### src/rtl/core/rfhs_pkg.sv
// package for the rssi frequency hop scanner
// holds operation codes, register indexes, reset values and the channel tables
// no dependencies
`timescale 1ns / 1ps
`default_nettype none

package rfhs_pkg;

  typedef logic [31:0] freq_t;
  typedef logic [3:0]  pos_t;
  typedef logic [1:0]  band_t;

  localparam logic [1:0] FUNC_START = 2'd0;
  localparam logic [1:0] FUNC_TICK  = 2'd1;
  localparam logic [1:0] FUNC_STOP  = 2'd2;

  localparam logic [2:0] REG_BAND_SELECT    = 3'd0;
  localparam logic [2:0] REG_FIXED_MODE     = 3'd1;
  localparam logic [2:0] REG_FIXED_FREQ_HZ  = 3'd2;
  localparam logic [2:0] REG_RSSI_THRESHOLD = 3'd3;
  localparam logic [2:0] REG_DWELL_TICKS    = 3'd4;

  localparam band_t BAND_ALL = 2'd0;
  localparam band_t BAND_433 = 2'd1;
  localparam band_t BAND_315 = 2'd2;

  localparam logic signed [7:0] RSSI_RESET      = -8'sd120;
  localparam logic signed [7:0] THRESHOLD_RESET = -8'sd70;
  localparam freq_t             FIXED_FREQ_RESET = 32'd433920000;
  localparam logic [15:0]       DWELL_RESET     = 16'd100;

  localparam pos_t COUNT_ALL = 4'd10;
  localparam pos_t COUNT_433 = 4'd5;
  localparam pos_t COUNT_315 = 4'd4;

  function automatic pos_t band_count(input band_t band);
    pos_t count;
    unique case (band)
      BAND_433: count = COUNT_433;
      BAND_315: count = COUNT_315;
      default:  count = COUNT_ALL;
    endcase
    return count;
  endfunction

  // entries past the table end read entry 0
  function automatic freq_t band_entry(input band_t band, input pos_t pos);
    freq_t f;
    pos_t  p;
    p = (pos >= band_count(band)) ? 4'd0 : pos;
    f = 32'd315000000;
    unique case (band)
      BAND_433: begin
        unique case (p)
          4'd1:    f = 32'd433420000;
          4'd2:    f = 32'd433920000;
          4'd3:    f = 32'd434420000;
          4'd4:    f = 32'd434775000;
          default: f = 32'd433075000;
        endcase
      end
      BAND_315: begin
        unique case (p)
          4'd1:    f = 32'd318000000;
          4'd2:    f = 32'd390000000;
          4'd3:    f = 32'd418000000;
          default: f = 32'd315000000;
        endcase
      end
      default: begin
        unique case (p)
          4'd1:    f = 32'd390000000;
          4'd2:    f = 32'd418000000;
          4'd3:    f = 32'd433075000;
          4'd4:    f = 32'd433920000;
          4'd5:    f = 32'd434420000;
          4'd6:    f = 32'd434775000;
          4'd7:    f = 32'd868350000;
          4'd8:    f = 32'd868950000;
          4'd9:    f = 32'd915000000;
          default: f = 32'd315000000;
        endcase
      end
    endcase
    return f;
  endfunction

endpackage

`default_nettype wire

### src/rtl/core/rssi_frequency_hop_scanner.sv
// rssi frequency hop scanner top level
// input register, one pass of scan logic, result register
// depends on rfhs_pkg
`timescale 1ns / 1ps
`default_nettype none

// Takes one start, tick or stop transfer per cycle unless the output side
// stalls, and returns one result per transfer, held in the input register
// and then the result register; the scan update (threshold compare, dwell
// subtract and compare, table step) sits between them. Configuration goes
// through cfg_we/cfg_index/cfg_data; the user must write it only while the
// block is idle, not enforced by the block; tune_freq_hz is 0 when retune is 0.
module rssi_frequency_hop_scanner (
  input  wire                          clk,
  input  wire                          rst,
  input  wire                          cfg_we,
  input  wire  [2:0]                   cfg_index,
  input  wire  [31:0]                  cfg_data,
  input  wire                          in_valid,
  output logic                         in_ready,
  input  wire  [1:0]                   func,
  input  wire  [31:0]                  now_ticks,
  input  wire  signed [7:0]            rssi_sample,
  input  wire                          rssi_valid,
  input  wire                          capture_done,
  output logic                         out_valid,
  input  wire                          out_ready,
  output logic                         scan_tick,
  output logic                         signal_found,
  output logic                         retune,
  output rfhs_pkg::freq_t              tune_freq_hz,
  output rfhs_pkg::freq_t              capture_freq,
  output logic [3:0]                   channel_index,
  output logic signed [7:0]            last_rssi,
  output logic                         busy_capturing
);
  import rfhs_pkg::*;

  // configuration
  band_t             band_select;
  logic              fixed_mode;
  freq_t             fixed_freq;
  logic signed [7:0] rssi_thresh;
  logic [15:0]       dwell_ticks;

  // scan state
  pos_t              hop_position;
  logic [31:0]       dwell_start;
  logic signed [7:0] stored_rssi;
  logic              capture_active;
  freq_t             captured_freq;

  // input register
  logic              s1_valid;
  logic [1:0]        s1_func;
  logic [31:0]       s1_now;
  logic signed [7:0] s1_sample;
  logic              s1_rssi_valid;
  logic              s1_done;

  logic s1_advance;

  assign s1_advance = s1_valid && (!out_valid || out_ready);
  assign in_ready   = !s1_valid || s1_advance;

  always_ff @(posedge clk) begin
    if (rst) begin
      band_select <= BAND_ALL;
      fixed_mode  <= 1'b0;
      fixed_freq  <= FIXED_FREQ_RESET;
      rssi_thresh <= THRESHOLD_RESET;
      dwell_ticks <= DWELL_RESET;
    end else if (cfg_we) begin
      unique case (cfg_index)
        REG_BAND_SELECT:    band_select <= cfg_data[1:0];
        REG_FIXED_MODE:     fixed_mode  <= cfg_data[0];
        REG_FIXED_FREQ_HZ:  fixed_freq  <= cfg_data;
        REG_RSSI_THRESHOLD: rssi_thresh <= cfg_data[7:0];
        REG_DWELL_TICKS:    dwell_ticks <= cfg_data[15:0];
        default: ;
      endcase
    end
  end

  always_ff @(posedge clk) begin
    if (rst) begin
      s1_valid <= 1'b0;
    end else if (in_ready) begin
      s1_valid <= in_valid;
    end
  end

  always_ff @(posedge clk) begin
    if (in_ready && in_valid) begin
      s1_func       <= func;
      s1_now        <= now_ticks;
      s1_sample     <= rssi_sample;
      s1_rssi_valid <= rssi_valid;
      s1_done       <= capture_done;
    end
  end

  // scan update
  pos_t              hop_position_next;
  logic [31:0]       dwell_start_next;
  logic signed [7:0] stored_rssi_next;
  logic              capture_active_next;
  freq_t             captured_freq_next;
  logic              tick_next;
  logic              found_next;
  logic              retune_next;
  freq_t             tune_next;

  logic signed [7:0] rssi_pick;
  logic [31:0]       elapsed;
  pos_t              pos_step;
  freq_t             cur_freq;

  always_comb begin
    rssi_pick = s1_rssi_valid ? s1_sample : stored_rssi;
    elapsed   = s1_now - dwell_start;
    pos_step  = (hop_position + 4'd1 >= band_count(band_select)) ? 4'd0
                                                                  : hop_position + 4'd1;
    cur_freq  = fixed_mode ? fixed_freq : band_entry(band_select, hop_position);

    hop_position_next   = hop_position;
    dwell_start_next    = dwell_start;
    stored_rssi_next    = stored_rssi;
    capture_active_next = capture_active;
    captured_freq_next  = captured_freq;
    tick_next           = 1'b0;
    found_next          = 1'b0;
    retune_next         = 1'b0;
    tune_next           = '0;

    unique case (s1_func)
      FUNC_START: begin
        hop_position_next  = '0;
        stored_rssi_next   = RSSI_RESET;
        captured_freq_next = fixed_mode ? fixed_freq : band_entry(band_select, 4'd0);
        dwell_start_next   = s1_now;
        retune_next        = 1'b1;
        tune_next          = captured_freq_next;
      end
      FUNC_TICK: begin
        tick_next = 1'b1;
        if (!capture_active && !s1_done) begin
          stored_rssi_next = rssi_pick;
          if (rssi_pick > rssi_thresh) begin
            captured_freq_next  = cur_freq;
            capture_active_next = 1'b1;
            found_next          = 1'b1;
          end else if (fixed_mode) begin
            dwell_start_next = s1_now;
          end else if (elapsed >= {16'd0, dwell_ticks}) begin
            hop_position_next = pos_step;
            retune_next       = 1'b1;
            tune_next         = band_entry(band_select, pos_step);
            dwell_start_next  = s1_now;
          end
        end
      end
      FUNC_STOP: begin
        capture_active_next = 1'b0;
      end
      default: ;
    endcase
  end

  always_ff @(posedge clk) begin
    if (rst) begin
      hop_position   <= '0;
      dwell_start    <= '0;
      stored_rssi    <= RSSI_RESET;
      capture_active <= 1'b0;
      captured_freq  <= '0;
    end else if (s1_advance) begin
      hop_position   <= hop_position_next;
      dwell_start    <= dwell_start_next;
      stored_rssi    <= stored_rssi_next;
      capture_active <= capture_active_next;
      captured_freq  <= captured_freq_next;
    end
  end

  // result register
  always_ff @(posedge clk) begin
    if (rst) begin
      out_valid <= 1'b0;
    end else if (!out_valid || out_ready) begin
      out_valid <= s1_valid;
    end
  end

  always_ff @(posedge clk) begin
    if (s1_advance) begin
      scan_tick      <= tick_next;
      signal_found   <= found_next;
      retune         <= retune_next;
      tune_freq_hz   <= tune_next;
      capture_freq   <= captured_freq_next;
      channel_index  <= hop_position_next;
      last_rssi      <= stored_rssi_next;
      busy_capturing <= capture_active_next;
    end
  end

  // checks
  a_found_is_tick: assert property (@(posedge clk) disable iff (rst)
    out_valid && signal_found |-> scan_tick && busy_capturing && !retune)
    else $error("signal_found without tick or capture");

  a_no_tune_without_retune: assert property (@(posedge clk) disable iff (rst)
    out_valid && !retune |-> tune_freq_hz == '0)
    else $error("tune frequency set without retune");

  a_index_range: assert property (@(posedge clk) disable iff (rst)
    hop_position <= COUNT_ALL - 4'd1)
    else $error("hop position out of range");

  a_stall_holds: assert property (@(posedge clk) disable iff (rst)
    s1_valid && !s1_advance |=> s1_valid && $stable(s1_now) && $stable(s1_func))
    else $error("input register lost a stalled transfer");

endmodule

`default_nettype wire
### config.mk
export PLATFORM = sky130hd
export DESIGN_NAME = rssi_frequency_hop_scanner
export DESIGN_NICKNAME = d
export VERILOG_FILES = /design/src/rtl/core/rfhs_pkg.sv /design/src/rtl/core/rssi_frequency_hop_scanner.sv
export SDC_FILE = /design/constraint.sdc
export NUM_CORES = 1
export LEC_CHECK = 0
export BUFFER_PORTS_ARGS = -buffer_cell sky130_fd_sc_hd__clkbuf_2
export CORE_MARGIN = 2
export CORE_UTILIZATION = 46
export CTS_CLUSTER_DIAMETER = 200
export DETAILED_ROUTE_END_ITERATION = 8
export PLACE_DENSITY = 0.79
export SYNTH_ARGS = -nofsm -noshare
export SYNTH_HDL_FRONTEND = slang
export SYNTH_SLANG_ARGS = --single-unit
### constraint.sdc
create_clock -name clk -period 5.6 [get_ports clk]
set_input_delay 0.28 -clock clk [delete_from_list [all_inputs] [get_ports clk]]
set_output_delay 0.28 -clock clk [all_outputs]
set_load 0.005 [all_outputs]
==> After elaboration in Yosys (flattened, before gate mapping) <==
Memories as Yosys holds them, arrays and structs flattened.
Index checks and enable logic that the tools add are counted.
{ "op_classes": {"n_eq_ne": 19, "addsub": 2, "n_reduce_logical": 19, "order_cmp": 5, "mux": 49} }
{ "ops": {"columns": ["op", "count"], "rows": [
  ["32-bit 2-to-1 mux", 12],
  ["32-bit case mux with 2 select lines", 6],
  ["22-bit case mux with 4 select lines", 2],
  ["28-bit case mux with 3 select lines", 2],
  ["4-bit 2-to-1 mux", 12],
  ["32-bit by 16-bit >= comparator with 1-bit output", 1],
  ["32-bit subtractor", 1],
  ["4-bit by 2-bit equality test with 1-bit output, second input constant", 4],
  ["8-bit 2-to-1 mux", 2],
  ["4-bit case mux with 2 select lines", 2],
  ["8-bit case mux with 2 select lines", 1],
  ["4-bit >= comparator", 3],
  ["2-bit AND reduction", 6],
  ["4-bit by 1-bit equality test with 1-bit output, second input constant", 2],
  ["4-bit by 3-bit equality test with 1-bit output, second input constant", 2],
  ["8-bit > comparator", 1],
  ["1-bit 2-to-1 mux", 8],
  ["3-bit by 2-bit equality test with 1-bit output, second input constant", 2],
  ["5-bit AND reduction", 1],
  ["4-bit by 1-bit adder with 4-bit output, second input constant", 1],
  ["2-bit by 1-bit equality test with 1-bit output, second input constant", 2],
  ["2-bit equality test, second input constant", 2],
  ["1-bit logical NOT", 4],
  ["2-bit inequality test, second input constant", 2],
  ["9 further kinds", 13]
]} }
{ "totals": {"out_inout_bits": 82, "mem_count": 3, "inputBits": 84, "word_cells": 122, "romBits": 1248, "register_bits": 262} }
{ "memory_table": {"columns": ["name", "depth", "width", "rd", "rd_ports_with_merged_regs", "write_ports", "line_no", "text"], "rows": [
  ["(no name shown)", 16, 26, 1, 0, 0, "rfhs_pkg.sv:71", "unique case (p)"],
  ["(no name shown)", 16, 26, 1, 0, 0, "rfhs_pkg.sv:71", null],
  ["(no name shown)", 16, 26, 1, 0, 0, "rfhs_pkg.sv:71", null]
]} }

==> Logic depth before layout (Yosys ltp) <==
{ "logic_depth": {"word_depth": 17, "depth_mapped": 26, "depth_no_buf": 22} }

==> Worst setup path after synthesis <==
OpenSTA, ideal clock, no wires.
{ "synth_timing": {"kind": "flip-flop to flip-flop", "startpoint": "register band_select[0]", "endpoint": "register tune_freq_hz[21], data pin", "path_stages_with_launch": 25, "required_time_ns": 5.343, "path_buffers": 4, "setup_ns": 0.257, "setup_slack_ns": 0.122, "synth_period_minus_slack_ns": 5.478, "t_arrival_ns": 5.221, "path_cell_list": "dfxtp_1 -> inv_1 -> ha_1 -> clkbuf_1 -> clkbuf_1 -> inv_1 -> clkbuf_1 -> ha_1 -> a21oi_1 -> a21oi_1 -> o21ai_0 -> nand2_1 -> ha_1 -> nand2b_1 -> a21o_1 -> a21o_1 -> a21oi_1 -> nand3_1 -> ha_1 -> clkbuf_1 -> or2_2 -> o21a_1 -> a22oi_1 -> o22ai_1 -> a32o_1"} }
{ "synth_between": {"elab_chain_cells": 17, "word_cells_on_any_way": 27, "cone_classes": "order compare: 2; eq/ne: 6; mux: 18; memory: 1"} }
{ "synth_rtl": {"columns": ["element", "line_no", "text"], "rows": [
  ["start, declared", "rssi_frequency_hop_scanner.sv:40", "band_t band_select;"],
  ["start signal, assigned", "rssi_frequency_hop_scanner.sv:75", "REG_BAND_SELECT: band_select <= cfg_data[1:0];"],
  ["branches (longest 16 deep; another with memory 16 x 26 bit)", null, null],
  ["32-bit case mux with 2 select lines (*)", "rssi_frequency_hop_scanner.sv:136", "unique case (s1_func)"],
  ["via tune_next[21]", "rssi_frequency_hop_scanner.sv:112", "freq_t tune_next;"],
  ["end signal, assigned", "rssi_frequency_hop_scanner.sv:200", "tune_freq_hz <= tune_next;"],
  ["end, declared", "rssi_frequency_hop_scanner.sv:31", "output rfhs_pkg::freq_t tune_freq_hz,"]
]} }
Mark *: on every way through the listed nets, which the timed path passes. The select of a mux whose other input is x is not followed.
A chain may end at the register's enable or synchronous reset.

==> Final worst setup path <==
{ "layout_timing": {"startpoint": "register s1_now[9]", "endpoint": "register tune_freq_hz[24], data pin"} }
{ "layout_between": {"elab_chain_cells": 7} }
{ "layout_rtl": {"columns": ["element", "line_no", "text"], "rows": [
  ["start, declared", "rssi_frequency_hop_scanner.sv:56", "logic [31:0] s1_now;"],
  ["start signal, assigned", "rssi_frequency_hop_scanner.sv:96", "s1_now <= now_ticks;"],
  ["32-bit subtractor", "rssi_frequency_hop_scanner.sv:121", "elapsed = s1_now - dwell_start;"],
  ["32-bit by 16-bit >= comparator with 1-bit output", "rssi_frequency_hop_scanner.sv:155", "end else if (elapsed >= {16'd0, dwell_ticks}) begin"],
  ["32-bit 2-to-1 mux", "rssi_frequency_hop_scanner.sv:155", null],
  ["32-bit 2-to-1 mux", "rssi_frequency_hop_scanner.sv:153", "end else if (fixed_mode) begin"],
  ["32-bit 2-to-1 mux", "rssi_frequency_hop_scanner.sv:149", "if (rssi_pick > rssi_thresh) begin"],
  ["32-bit 2-to-1 mux", "rssi_frequency_hop_scanner.sv:147", "if (!capture_active && !s1_done) begin"],
  ["32-bit case mux with 2 select lines", "rssi_frequency_hop_scanner.sv:136", null],
  ["via tune_next[24]", "rssi_frequency_hop_scanner.sv:112", null]
]} }
The timed path passes the listed nets, and every way through them passes these cells.

==> impl_results.md <==
* Status: complete, no violations
* Max Freq at 0.195 GHz
* Post-synth EDFFs at 124
* Max-cap violation count at 0
* Max clock buf depth at 3
* RSZ-0062 raised after global routing: false
* Final-report setup violation count at 0
* Port Buffers at 165
* Avg Cell Area, Syn at 8.73 um2
* Commonest non-fill, non-tap cell in the layout: nand2_1
* DRT antenna net count at 0
* Most frequent cells in the layout: 283 x nand2_1, 165 x clkbuf_2, 145 x a21oi_1
* Skew final at 0.0199 ns
* Total chip power at 4.74 mW
* LEAKAGE at 7.19 nW
* Setup TNS at 0 ns
* WL per Instance at 20.1 um
* Postcts setup bufs at 0
* First-pass GRT wire length at 74100 um
* CP startpoint kind: flip-flop
* Insertion delay to the later sink of the worst-skew pair at 0.56 ns
* Post-synth ARST share at 0%
* CTS tree: done
* Placement Cell Area at 0.0164 mm2
* Main synth FF type: dfxtp_1
* Synth-to-layout area growth at 18.6%
* Ys Warns at 0
* Finished Cell Area at 0.0180 mm2
* Total Routing Usage GR at 27.4%
* Hpwl dp at 33900 um
* Synth unique cells at 84
* Hold WC Path Type: input port to flip-flop
* Cell row count at 66
* GPL Wtd Cong at 0.951
* Worst Max-Slew Pin Slew at 1.19 ns
* Die Y-Extent at 186 um
* Tcrit/Tclk final at 91.3%
* Sink Count at 262
* Die area at 0.0345 mm2
* CTS H-tree lvls at 1
* Core Box Area at 0.0325 mm2
* Worst setup EP type: flip-flop
* WHS at 0.00971 ns
* Mapped Nets at 1909
* Initial antenna violation count at 1
* Max Slew Vio Count at 0
* Dpl cells at 2276
* Final hold violations at 0
* DR iter-0 viols at 1478
* Grt ovf at 0
* Clk slew on worst S/H paths at 0.06 ns
* Synthesized flop and latch total at 262
* Vias per cell at 5.84
* Post-Syn Area at 0.0152 mm2
* WL final at 48000 um
* Antenna diodes at 0
* Tmin final at 5.12 ns
* Nets@finish at 2096
* CP Data Arrival Time at 5.36 ns
* Layout cells sized above 1 at 14.6%
* Clk root buf: clkbuf_16
* Vias post-DR at 14000
* Pwr dens at 263 mW/mm2
* Clock buffer count from CTS at 29
* Post-Synthesis Cells at 1742
* CP max FO at 29
* Final instance count without filler cells at 2393
* Starting Density at 46.7%
* Sequential share of the synthesized area at 42.7%
* Req. time, crit path at 5.84 ns
* Critical path type: flip-flop to flip-flop
* Vias in the first global route at 13300
* Largest net degree at the start of global routing at 92
* Slew headroom at 19.1%
* Peak VDD IR at 0.249 mV
* Horiz. Die Dim at 186 um
* I/O pin count at 166
* DRC violations left at 0
* Number of detailed-route iterations in the first pass at 8
cell families after synthesis:
| logic type | synth area share [%] |
|---|---|
| adder cells (fa/ha/maj) | 6.88 |
| flip-flops | 42.7 |
| buffers and inverters | 5.22 |
| AND/OR/NAND/NOR | 20.1 |
| multiplexers | 3.11 |
| AO/OA/AOI/OAI | 20.7 |
| XOR/XNOR | 1.27 |
stage by stage:
step	setup slack, ns	util, %
floorplan	0.122	-
global placement	0.526	50.4
detailed placement	0.506	50.4
CTS	0.463	55.4
global route	0.136	55.4
finish	0.485	55.4
synth_stat cells, drive strengths merged (15+ instances only):
master	count	area share (%)
nand3b	27	1.3
nand2b	79	3.3
nand2	283	7.0
nor2	106	2.6
dfxtp	138	18
nand4	18	0.74
a21oi	149	5.1
ha	82	6.7
o21a	16	0.79
edfxtp	124	24
a21o	28	1.4
clkbuf	89	2.2
inv	89	2.2
o21ai	113	3.7
mux2i	45	3.0
a31oi	15	0.62
a211oi	18	1.0
nand3	51	1.7
nor3	25	0.82
buf	19	0.82
sequential cells by signal, indices dropped and copies added (netlist names), 2 cells and up:
signal and flops:
dwell_start 32, channel_index 4, captured_freq 32, last_rssi 8
rssi_thresh 8, s1_sample 8, hop_position 4, fixed_freq 32
capture_freq 32, dwell_ticks 16, s1_func 2, stored_rssi 8
s1_now 32, band_select 2, tune_freq_hz 32
per-layer routing:
layer	up-vias	global-route usage [%]	routed length, um
li1	6614	-	-
met1	6699	36.6	20600
met2	578	45.7	22600
met3	81	4.40	3620
met4	2	7.97	1150
met5	-	0	12
worst paths after layout:
kind / startpoint / end / slack, ns / depth (start not counted)
worst max-delay path: s1_now[9] / tune_freq_hz[24] / 0.48 / 19
worst min-delay path: cfg_data[15] / dwell_ticks[15] / 0.01 / 3
worst max register to register: s1_now[9] / tune_freq_hz[24] / 0.48 / 19
worst min register to register: fixed_freq[4] / fixed_freq[4] / 0.46 / 2
area by class of cell:
class                   count  area, um2
clock buffers              39        847
inverters                  89        337
clock inverters            14        131
well taps                 442        553
repair buffers            264       1740
fillers                  2954      14500
flip-flops and latches    262       6490
multi-input cells        1283       7940
power by group:
| group | switching (mW) | internal [mW] | total (mW) |
|---|---|---|---|
| logic | 0.407 | 0.267 | 0.674 |
| clock network | 0.789 | 1.15 | 1.94 |
| registers | 0.0394 | 2.09 | 2.13 |
worst max-delay path: stages, from the launching register on:
cell	delay (ns)
edfxtp_1	0.40
ha_1	0.47
nand3_1	0.20
o211ai_1	0.24
a21oi_1	0.12
a211oi_1	0.49
nor2b_1	0.12
xnor2_1	0.15
ha_1	0.31
a21oi_1	0.14
o21ai_0	0.10
nor3_1	0.19
o221ai_1	0.17
a311oi_1	0.23
nand4_1	0.16
a2111oi_2	0.49
nand3_2	0.19
nand2_1	0.10
buf_4	0.33
o31ai_1	0.19
repair_timing:
action | in CTS | in global routing
hold buffers | 64 | 0
gates resized for setup | 0 | 3
endpoints found under the setup margin | 0 | 3
endpoints found under the hold margin | 68 | 0
No activity file was read; power rests on OpenSTA's default activity.
